`src/sv/maf_pkg.sv`:
```
`timescale 1ns / 1ps
// ----------------------------------------------------------------------------
// maf_pkg - moving average filter shared types
// sample and register widths and the sequencer state type
// ----------------------------------------------------------------------------
package maf_pkg;

    localparam int SAMPLE_W = 16;   // width of sample and mean
    localparam int CFG_W    = 7;    // width of the window length register write

    typedef logic signed [SAMPLE_W-1:0] t_sample;
    typedef logic [CFG_W-1:0]           t_cfg;

    typedef enum logic [2:0] {
        ST_IDLE,
        ST_READ,
        ST_UPDATE,
        ST_DIV,
        ST_DONE
    } t_state;

endpackage

```
`src/sv/maf_div.sv`:
```
`timescale 1ns / 1ps
// ----------------------------------------------------------------------------
// maf_div - serial unsigned divider
// restoring division, one quotient bit per cycle
// ----------------------------------------------------------------------------
module maf_div
    import maf_pkg::*;
#(
    parameter int DVD_W = 22,
    parameter int DVS_W = 7
) (
    input  logic             i_clk,
    input  logic             i_rst_n,
    input  logic             i_start,
    input  logic [DVD_W-1:0] i_dividend,
    input  logic [DVS_W-1:0] i_divisor,
    output logic             o_done,
    output logic [DVD_W-1:0] o_quotient
);

    localparam int CNT_W = $clog2(DVD_W);

    logic             r_busy;
    logic [CNT_W-1:0] r_count;
    logic [DVD_W-1:0] r_quo;
    logic [DVS_W-1:0] r_rem;
    logic [DVS_W-1:0] r_dvs;
    logic [DVS_W:0]   rem_sh;
    logic [DVS_W:0]   rem_sub;
    logic             ge;

    // shift in the next dividend bit and trial-subtract
    always_comb begin
        rem_sh  = {r_rem, r_quo[DVD_W-1]};
        ge      = rem_sh >= {1'b0, r_dvs};
        rem_sub = ge ? (rem_sh - {1'b0, r_dvs}) : rem_sh;
    end

    assign o_done     = r_busy && (r_count == CNT_W'(DVD_W - 1));
    assign o_quotient = r_quo;

    always_ff @(posedge i_clk) begin
        if (!i_rst_n) begin
            r_busy  <= 1'b0;
            r_count <= '0;
        end else if (i_start) begin
            r_busy  <= 1'b1;
            r_count <= '0;
        end else if (r_busy) begin
            r_busy  <= !o_done;
            r_count <= r_count + CNT_W'(1);
        end
    end

    always_ff @(posedge i_clk) begin
        if (i_start) begin
            r_quo <= i_dividend;
            r_rem <= '0;
            r_dvs <= i_divisor;
        end else if (r_busy) begin
            r_quo <= {r_quo[DVD_W-2:0], ge};
            r_rem <= rem_sub[DVS_W-1:0];
        end
    end

endmodule

```
`config.mk`:
```
export PLATFORM = sky130hd
export DESIGN_NAME = maf_div
export DESIGN_NICKNAME = d
export VERILOG_FILES = /design/src/sv/maf_pkg.sv /design/src/sv/maf_div.sv
export SDC_FILE = /design/constraint.sdc
export NUM_CORES = 1
export LEC_CHECK = 0
export BUFFER_PORTS_ARGS = -buffer_cell sky130_fd_sc_hd__clkbuf_2
export CAP_MARGIN = 40
export CELL_PAD_IN_SITES_DETAIL_PLACEMENT = 0
export CELL_PAD_IN_SITES_GLOBAL_PLACEMENT = 2
export CORE_UTILIZATION = 34
export CTS_CLUSTER_DIAMETER = 60
export DETAILED_ROUTE_END_ITERATION = 8
export GPL_TIMING_DRIVEN = 0
export HOLD_SLACK_MARGIN = 0.05
export PLACE_DENSITY_LB_ADDON = 0.1
export SYNTH_ARGS = -nofsm -noshare
export SYNTH_HDL_FRONTEND = slang
export SYNTH_SLANG_ARGS = --single-unit
```
`constraint.sdc`:
```
create_clock -name i_clk -period 3 [get_ports i_clk]
set_input_delay 0.3 -clock i_clk [delete_from_list [all_inputs] [get_ports i_clk]]
set_output_delay 0.3 -clock i_clk [all_outputs]
set_load 0.005 [all_outputs]
```
Yosys cells after proc, flatten, opt, wreduce, memory -nomap -nowiden:

Cells that the tools add are included.
W data, S select, Z words.

* bits in registers: 42
* input bits: 32
* output and inout port bits: 23
* logic and storage cells: 19

* $add $sub $neg: 2
* $lt $le $gt $ge: 1
* equal/unequal tests: 1
* mux-type cells: 5
* bitwise operators: 1
* reductions and logical operators: 4

Operator list (number)
* $mux W22: 2
* $ge A8 B7 Y1: 1
* $mux W7: 1
* $sub A7 B7 Y7: 1
* $add A5 B1 Y5 const B: 1
* $eq A5 B5 Y1 const B: 1
* $mux W1: 2
* $reduce_bool A2 Y1: 1
* $reduce_or A2 Y1: 1
* $logic_and A1 B1 Y1: 1
* $logic_not A1 Y1: 1
* $not A1 Y1: 1

Longest topological paths before layout:

Gate-level depths: netlist of the first run.

* word-level depth: 5
* mapped depth: 9
* gate-level depth less buffers: 7

Least setup slack after synthesis of the first run:

OpenSTA, ideal clock, no wires.

* kind: reg2reg
* start: register r_quo[21] (netlist: o_quotient[21])
* end: register r_rem[0]
* setup time: 0.088 ns
* arrival: 2.072 ns
* slack: 0.840 ns
* cell stages (with the launch flop): 10
* path buffers: 2
* period minus slack after synthesis: 2.160 ns
* cell sequence: edfxtp_1 > inv_1 > ha_1 > fa_1 > nand2b_1 > a211o_1 > buf_6 > and3_1 > buf_6 > a311oi_2

* longest elaborated chain between the ends: 2
* elaborated cells on any way between the ends: 3

RTL lines
* start, declared: RTL line maf_div.sv:25 `logic [DVD_W-1:0] r_quo;`
* start signal, assigned: RTL line maf_div.sv:57 `r_quo <= i_dividend;`
* start signal, assigned: RTL line maf_div.sv:61 `r_quo <= {r_quo[DVD_W-2:0], ge};`
* $sub A7 B7 Y7 or $ge A8 B7 Y1 (tied branches): RTL line maf_div.sv:36, maf_div.sv:35
* $mux W7 (*): RTL line maf_div.sv:36 `rem_sub = ge ? (rem_sh - {1'b0, r_dvs}) : rem_sh;`
* end signal, assigned: RTL line maf_div.sv:62 `r_rem <= rem_sub[DVS_W-1:0];`
* end, declared: RTL line maf_div.sv:26 `logic [DVS_W-1:0] r_rem;`

Every way passes the cells marked *; elsewhere a longest branch is shown, timed or not.
A chain may end at the register's enable or synchronous reset.

Worst setup path after layout of the first run:

Same ends and word-level chain as after synthesis.

==> impl_metrics.tcl, run 1 <==
set metrics [dict create \
    critPathTopFamily "adder cells" \
    p_leak_uw 0.00114 \
    cts_buffers 5 \
    num_vias 1619 \
    tightest_slew_ns 0.546 \
    port_buffers 54 \
    yosys.area.top_type "edfxtp_1" \
    wl_met1_um 2300 \
    irDropWorstVdd_v 0.000287 \
    synth_top_area_share_pct 39.1 \
    final_nets 289 \
    slowest_delay_ns 0.40 \
    coreArea_um2 6350 \
    drv_cap 0 \
    worstPathArrival_ns 2.50 \
    post_drt_wl_per_cell_um 14.8 \
    grt_antenna_before_repair 0 \
    drc 0 \
    status "completed" \
    rsz0062_at_grt "false" \
    critPathCaptureType "flop" \
    clock_skew_ns 0.00705 \
    synth_common_cells "29 x edfxtp_1, 21 x mux2_2, 14 x inv_1" \
    avgSynthCellArea_um2 12.0 \
    drv_slew 0 \
    ctsHoldBuffers 0 \
    max_slew_margin_pct 63.6 \
    drive_above_1_share_pct 37.9 \
    crit_required_ns 3.20 \
    grt_pass1_wl_um 7870 \
    min_path_type "input port to flop" \
    rows 29 \
    period_needed_ns 2.30 \
    n_antenna_cell 0 \
    htreeDepth 2 \
    power_density_nw_per_um2 541 \
    io_pins 55 \
    grt_pass1_vias 1592 \
    detail_route.vias_per_cell 4.98 \
    synth_nets 228 \
    top_layer "met4" \
    pre_cts_slack_ns 0.565 \
    dp.final_hpwl_um 3550 \
    initial_core_util_pct 35.0 \
    cp_slowest_cell "fa_1" \
    clk-insertion-delay-late_ns 0.29 \
    ys_ff_latch 42 \
    drt_first_pass_iters 4 \
    cts_resized 0 \
    drt-initial-drc-count 81 \
    grt_max_degree 23 \
    place_congestion 0.690 \
    synth.area.top_cells "edfxtp_1 39%, dfxtp_1 12%, mux2_2 11%" \
    critPathBufInv 3 \
    cts.path.max_buffers 2 \
    cts.sinks 42 \
    synthesis.area_um2 2220 \
    yosysMostFrequentCell "edfxtp_1" \
    period_share_pct 76.7 \
    area_growth_syn_to_layout_pct 22.4 \
    whs_ns 0.184 \
    cts_setup_buffers 0 \
    wl_met3_um 266 \
    drt_wl_total_um 4810 \
    fin_cells 325 \
    crit_type "flop to flop" \
    layout_setup_ws_ns 0.699 \
    synth_cell_type_count 47 \
    globalRouteTotalUtil_pct 14.3 \
    synth_edf_count 29 \
    yosysSeqAreaShare_pct 50.8 \
    setup_viol 0 \
    fmax_ghz 0.435 \
    fp.dieArea_um2 6870 \
    fp.dieH_um 82.9 \
    dp.cells 317 \
    clockRootBuffer "clkbuf_8" \
    clkTransAtPathRegs_ns 0.08 \
    async_flop_share_pct 0 \
    synth_top_flop_cell "edfxtp_1" \
    syn_inst 186 \
    cts_tree "done" \
    worstPathCellList "inv_1, ha_1, fa_1, nand2b_1, a211o_1, buf_6, and3_1, buf_6, a311oi_2" \
    finalSetupTns_ns 0 \
    crit_fanout 9 \
    synth_warnings 0 \
    hold_violations 0 \
    die_x_um 82.9 \
    met2_length_um 2180 \
    fillers 601 \
    worst_setup_path_start_kind "flop" \
    cpMostUsedCell "buf_6" \
    ant_nets 0 \
    grt-ovfl-total 0 \
]
worst register-to-register path, stage by stage, from the launching register on:
cell      delay, ns
edfxtp_1       0.37
inv_1          0.08
ha_1           0.23
fa_1           0.40
nand2b_1       0.18
a211o_1        0.27
buf_6          0.14
and3_1         0.18
buf_6          0.13
a311oi_2       0.24
report_power, final:
part	total, uW	switching [uW]	leakage (uW)	internal, uW
clock	523	194	0.0000658	329
combinational	247	125	0.000674	122
sequential	704	27.9	0.000396	676
cells by family after synthesis:
family	count (synthesis)	synth area share (%)
compound gates	34	12.8
xor+xnor	6	2.36
fa+ha+maj	10	5.96
buf+inv	23	4.72
flops	42	50.8
mux	22	11.1
simple gates	49	12.2
cell type report:
type,count,area (um^2),area share (%)
plain buffers,9,52.6,1.93
multi-input cells,121,988,36.3
well taps,77,96.3,3.54
clock buffers,5,68.8,2.53
repair buffers,54,270,9.92
flip-flops and latches,42,1130,41.5
inverters,14,52.6,1.93
clock inverters,3,63.8,2.34
path summary, 6_finish.rpt:
path,startpoint,end,slack (ns),cells past startpoint
worst max-delay path,o_quotient[21],r_rem[0],0.70,9
worst min-delay path,i_divisor[5],r_dvs[5],0.18,1
worst max register to register,o_quotient[21],r_rem[0],0.70,9
worst min register to register,r_count[1],r_count[1],0.51,2
registers in the layout, summed over array words and instances, names as in the netlist:
signal      cells
o_quotient     22
r_busy          1
r_count         5
r_dvs           7
r_rem           7
cell usage in the layout (no fill, tap or decap), drive strengths merged, types with 6 or more instances in the layout:
cell,n
nand2,7
mux2,21
nor3b,6
buf,6
dfxtp,13
inv,14
edfxtp,29
nor2,12
ha,9
clkbuf,62
layer usage:
layer	vias up	GRT usage, %
met5	-	0
met4	0	4.70
met3	6	3.78
met2	42	22.0
met1	761	19.7
li1	810	-
through the flow:
stage	util [%]	cell area (um^2)	total power, uW
global placement	40.8	2590	968
CTS	42.9	2720	1500
detailed placement	40.8	2590	966
floorplan	-	2220	868
finish	42.9	2720	1470
global route	42.9	2720	1540
Power figures use the tool's default switching activity.
==> inputs of run 2 (changes only) <==
CORE_UTILIZATION = 31   (was 34)
clock period = 1.9 ns   (was 3 ns; I/O delays follow)
==> run 2 against run 1 <==
Compared with the run above: the run now ends with setup timing left; routed wire length is 4.7% higher; critical path type unchanged; register-to-register slack worse by 0.77 ns; die area is 9.4% higher.
==> impl_metrics.tcl, run 2 (synthesis gave the netlist of run 1 again) <==
set metrics [dict create \
    status "finished with violations" \
    failed_checks "setup timing" \
    port_buffers 54 \
    area_growth_syn_to_layout_pct 30.3 \
    crit_fanout 6 \
    min_path_type "input port to flop" \
    finalSetupTns_ns -0.396 \
    crit_type "flop to flop" \
    irDropWorstVdd_v 0.000355 \
    worstPathCellList "ha_4, fa_2, nand2b_4, a211o_1, and3_4, a311oi_2" \
    fp.dieH_um 86.7 \
    clk-insertion-delay-late_ns 0.29 \
    ff2ff_path_depth 6 \
    num_vias 1676 \
    drt_first_pass_iters 4 \
    drt-initial-drc-count 90 \
    critPathBufInv 0 \
    fmax_ghz 0.507 \
    grt_antenna_before_repair 0 \
    worstPathArrival_ns 2.18 \
    worst_setup_path_start_kind "flop" \
    final_nets 298 \
    detail_route.vias_per_cell 4.75 \
    cts_buffers 5 \
    clkTransAtPathRegs_ns 0.09 \
    pre_cts_slack_ns -0.389 \
    layout_setup_ws_ns -0.0706 \
    drv_cap 0 \
    htreeDepth 2 \
    p_leak_uw 0.00119 \
    globalRouteTotalUtil_pct 14.1 \
    power_uw 2140 \
    path_depth 6 \
    grt_pass1_vias 1684 \
    ant_nets 0 \
    initial_core_util_pct 32.4 \
    rrSetupSlack_ns -0.07 \
    grt_max_degree 23 \
    cp_slowest_cell "edfxtp_1" \
    worstSetupStartpoint "r_dvs[0]" \
    coreArea_um2 6870 \
    dp.final_hpwl_um 3560 \
    rows 30 \
    fp.dieArea_um2 7520 \
    drv_slew 0 \
    drt_wl_total_um 5030 \
    drive_above_1_share_pct 46.7 \
    io_pins 55 \
    post_drt_wl_per_cell_um 14.3 \
    slowest_delay_ns 0.42 \
    cts.sinks 42 \
    period_share_pct 104 \
    r2r_end "r_rem[2]" \
    rr_startpoint "r_dvs[0]" \
    drc 0 \
    critPathTopFamily "compound AO/OA/AOI/OAI gates" \
    n_antenna_cell 0 \
    fillers 675 \
    hold_violations 0 \
    ctsHoldBuffers 0 \
    max_slew_margin_pct 61.8 \
    final_cell_mix "54 x clkbuf_2, 29 x edfxtp_1, 21 x mux2_2, 13 x inv_1, 13 x dfxtp_1" \
    hold_path.startpoint "i_divisor[4]" \
    largest_reg_flops 22 \
    rsz0062_at_grt "true" \
    grt_pass1_wl_um 8110 \
    power_density_nw_per_um2 737 \
    critPathCaptureType "flop" \
    cts.path.max_buffers 2 \
    mostFrequentLayoutCell "clkbuf_2" \
    grt-ovfl-total 0 \
    cts_tree "done" \
    crit_required_ns 2.11 \
    clock_skew_ns 0.0127 \
    place_congestion 0.707 \
    period_needed_ns 1.97 \
    tightest_slew_ns 0.573 \
    clockRootBuffer "clkbuf_8" \
    die_x_um 86.7 \
    setup_viol 7 \
    cp-endpoint "r_rem[2]" \
]
==> run 2: changes by cell type in the layout (fill, tap and decap cells not counted), sizes merged <==
cell	change
buf	+9
bufinv	-2
clkinv	+1
inv	+1
==> run 2: worst min path at each step <==
stage | to | slack [ns] | depth (start not counted)
6_report | r_dvs[4] | 0.07 | 1
5_1_grt | r_dvs[3] | 0.05 | 1
4_1_cts | r_dvs[4] | 0.06 | 1
3_5_place_dp | r_dvs[4] | 0.37 | 1
3_3_place_gp | r_dvs[3] | 0.37 | 1
2_1_floorplan | r_dvs[0] | 0.29 | 0
==> run 2: metrics by stage <==
stage,instances,cell area [um^2],util (%),hold WS [ns]
floorplan,186,2250,-,0.289
global placement,336,2640,38.5,0.367
detailed placement,336,2640,38.5,0.369
CTS,351,2860,41.6,0.0552
global route,353,2900,42.2,0.0502
finish,353,2900,42.2,0.0650
==> run 2: report_power, final <==
part           switching [uW]  internal, uW  total (uW)
Clock                     319           259         578
Sequential               42.8          1070        1110
Combinational             220           229         449
==> run 2: layout make-up <==
type                            instances  area, um^2  area share [%]
Inverter                               14        52.6            1.81
Timing Repair Buffer                   65         364            12.6
Sequential cell                        42        1130            39.0
Clock buffer                            5        68.8            2.37
Tap cell                               96         120            4.15
Multi-Input combinational cell        121        1110            38.4
Buffer                                  7        30.0            1.04
Clock inverter                          3        18.8           0.648
==> run 2: routing by layer <==
layer	part of all wire, %	GRT usage (%)	vias to the layer above
met3	4.1	3.14	4
met4	0.83	4.09	0
li1	-	-	828
met1	50	19.5	806
met2	46	22.2	38
met5	0	0	-
==> run 2: timing repair <==
action / CTS / global route
pin swaps: 9 / 11
resized for setup: 13 / 10
endpoints found under the setup margin: 30 / 30
buffers inserted: 8 / 3
==> inputs of run 3 (changes only) <==
GPL_TIMING_DRIVEN = not set   (was 0)
==> run 3 against run 2 <==
Compared with the run above: cell area decreased by 1.2%; power increased by 2.1%; the run still ends with setup timing left; critical path depth is 1 higher; largest cell class unchanged; sequential share of layout area rose by 0.48 points; via count fell by 1.7%.
==> impl_metrics.tcl, run 3 (synthesis gave the netlist of run 1 again) <==
set metrics [dict create \
    rsz0062_at_grt "true" \
    power_frac_comb_pct 20.0 \
    crit_type "flop to flop" \
    grt_max_degree 24 \
    crit_fanout 6 \
    worst_setup_path_start_kind "flop" \
    cts.path.max_buffers 2 \
    critPathCaptureType "flop" \
    cts_buffers 5 \
    cts.sinks 42 \
    tightest_slew_ns 0.533 \
    ant_nets 0 \
    rows 30 \
    layout_setup_ws_ns -0.0807 \
    clkTransAtPathRegs_ns 0.09 \
    crit_required_ns 2.12 \
    setup_viol 5 \
    fp.dieH_um 86.7 \
    area_growth_syn_to_layout_pct 28.7 \
    swShare_pct 27.3 \
    p_leak_uw 0.00119 \
    die_x_um 86.7 \
    drv_cap 0 \
    clk-insertion-delay-late_ns 0.30 \
    drc 0 \
    seqPwrFrac_pct 50.8 \
    max_slew_margin_pct 64.5 \
    num_vias 1647 \
    globalRouteTotalUtil_pct 14.0 \
    clock_skew_ns 0.00961 \
    fp.dieArea_um2 7520 \
    coreArea_um2 6870 \
    clockPowerShare_pct 29.2 \
    worstPathArrival_ns 2.20 \
    period_needed_ns 1.98 \
    clockRootBuffer "clkbuf_8" \
    grt_antenna_before_repair 0 \
    power_uw 2180 \
    n_antenna_cell 0 \
    whs_ns 0.0578 \
    cts_tree "done" \
    internal-power_uw 1590 \
    final_nets 297 \
    drt-initial-drc-count 92 \
    largest_reg_flops 22 \
    power_density_nw_per_um2 762 \
    initial_core_util_pct 32.4 \
    fmax_ghz 0.505 \
    drive_above_1_share_pct 46.1 \
    min_path_type "input port to flop" \
    post_drt_wl_per_cell_um 13.8 \
    port_buffers 54 \
    power.switching_uw 595 \
    failed_checks "setup timing" \
    drt_first_pass_iters 6 \
    htreeDepth 2 \
    detail_route.vias_per_cell 4.68 \
    final_cell_mix "54 x clkbuf_2, 29 x edfxtp_1, 21 x mux2_2, 14 x buf_4" \
    grt-ovfl-total 0 \
    grt_pass1_wl_um 7940 \
    drt_wl_total_um 4860 \
    irDropWorstVdd_v 0.000346 \
    mostFrequentLayoutCell "clkbuf_2" \
    grt_pass1_vias 1584 \
    place_congestion 0.734 \
    status "finished with violations" \
    io_pins 55 \
    drv_slew 0 \
    hold_violations 0 \
    dp.final_hpwl_um 3510 \
    period_share_pct 104 \
]
## run 3: routing by layer
metal / share of wire [%] / up-vias / GRT usage (%)
met3: 3.7 / 5 / 3.33
met5: 0 / - / 0
met1: 48 / 779 / 19.2
li1: - / 829 / -
met2: 47 / 34 / 21.8
met4: 1.2 / 0 / 4.09
## run 3: layout make-up
cell class              instances  area [um^2]
clock buffers                   6         82.6
well taps                      96          120
repair buffers                 71          407
flip-flops and latches         42         1130
inverters                      14         52.6
clock inverters                 2         12.5
multi-input cells             121         1060
fillers                       683         4010
## run 3: repair_timing
item | in CTS | in global routing
hold buffers | 2 | 0
buffers inserted | 1 | 1
pin swaps | 0 | 5
hold endpoints to repair | 2 | 0
resized for setup | 1 | 8
setup endpoints to repair | 6 | 8
## run 3: worst max-delay path, cell delays in order, from the launching register on
cell	delay, ns
edfxtp_1	0.38
inv_2	0.06
ha_4	0.16
fa_2	0.33
nand2b_4	0.15
a211o_4	0.35
and3_4	0.22
a311oi_2	0.24
## run 3: path summary, 6_finish.rpt
path	start	to	slack, ns	depth (start not counted)
min reg2reg	r_count[1]	r_count[1]	0.52	2
max reg2reg	o_quotient[21]	r_rem[2]	-0.08	7
min	i_divisor[6]	r_dvs[6]	0.06	1
max	o_quotient[21]	r_rem[2]	-0.08	7
## run 3: stage by stage
stage | cells | setup WS (ns) | TNS (ns) | util (%) | cell area, um^2
CTS | 351 | -0.0605 | -0.318 | 40.9 | 2810
detailed placement | 340 | -0.0719 | -0.321 | 39.1 | 2690
global route | 352 | -0.156 | -0.845 | 41.7 | 2860
floorplan | 186 | -0.138 | -0.586 | - | 2250
finish | 352 | -0.0807 | -0.228 | 41.7 | 2860
global placement | 340 | -0.0339 | -0.140 | 39.1 | 2690
## run 3: power by group through the flow
| stage | sequential (uW) | combinational (uW) | clock (uW) |
|---|---|---|---|
| floorplan | 1130 | 256 | 0 |
| global placement | 1130 | 431 | 0 |
| detailed placement | 1130 | 426 | 0 |
| CTS | 1110 | 434 | 660 |
| global route | 1120 | 490 | 689 |
| finish | 1110 | 437 | 637 |
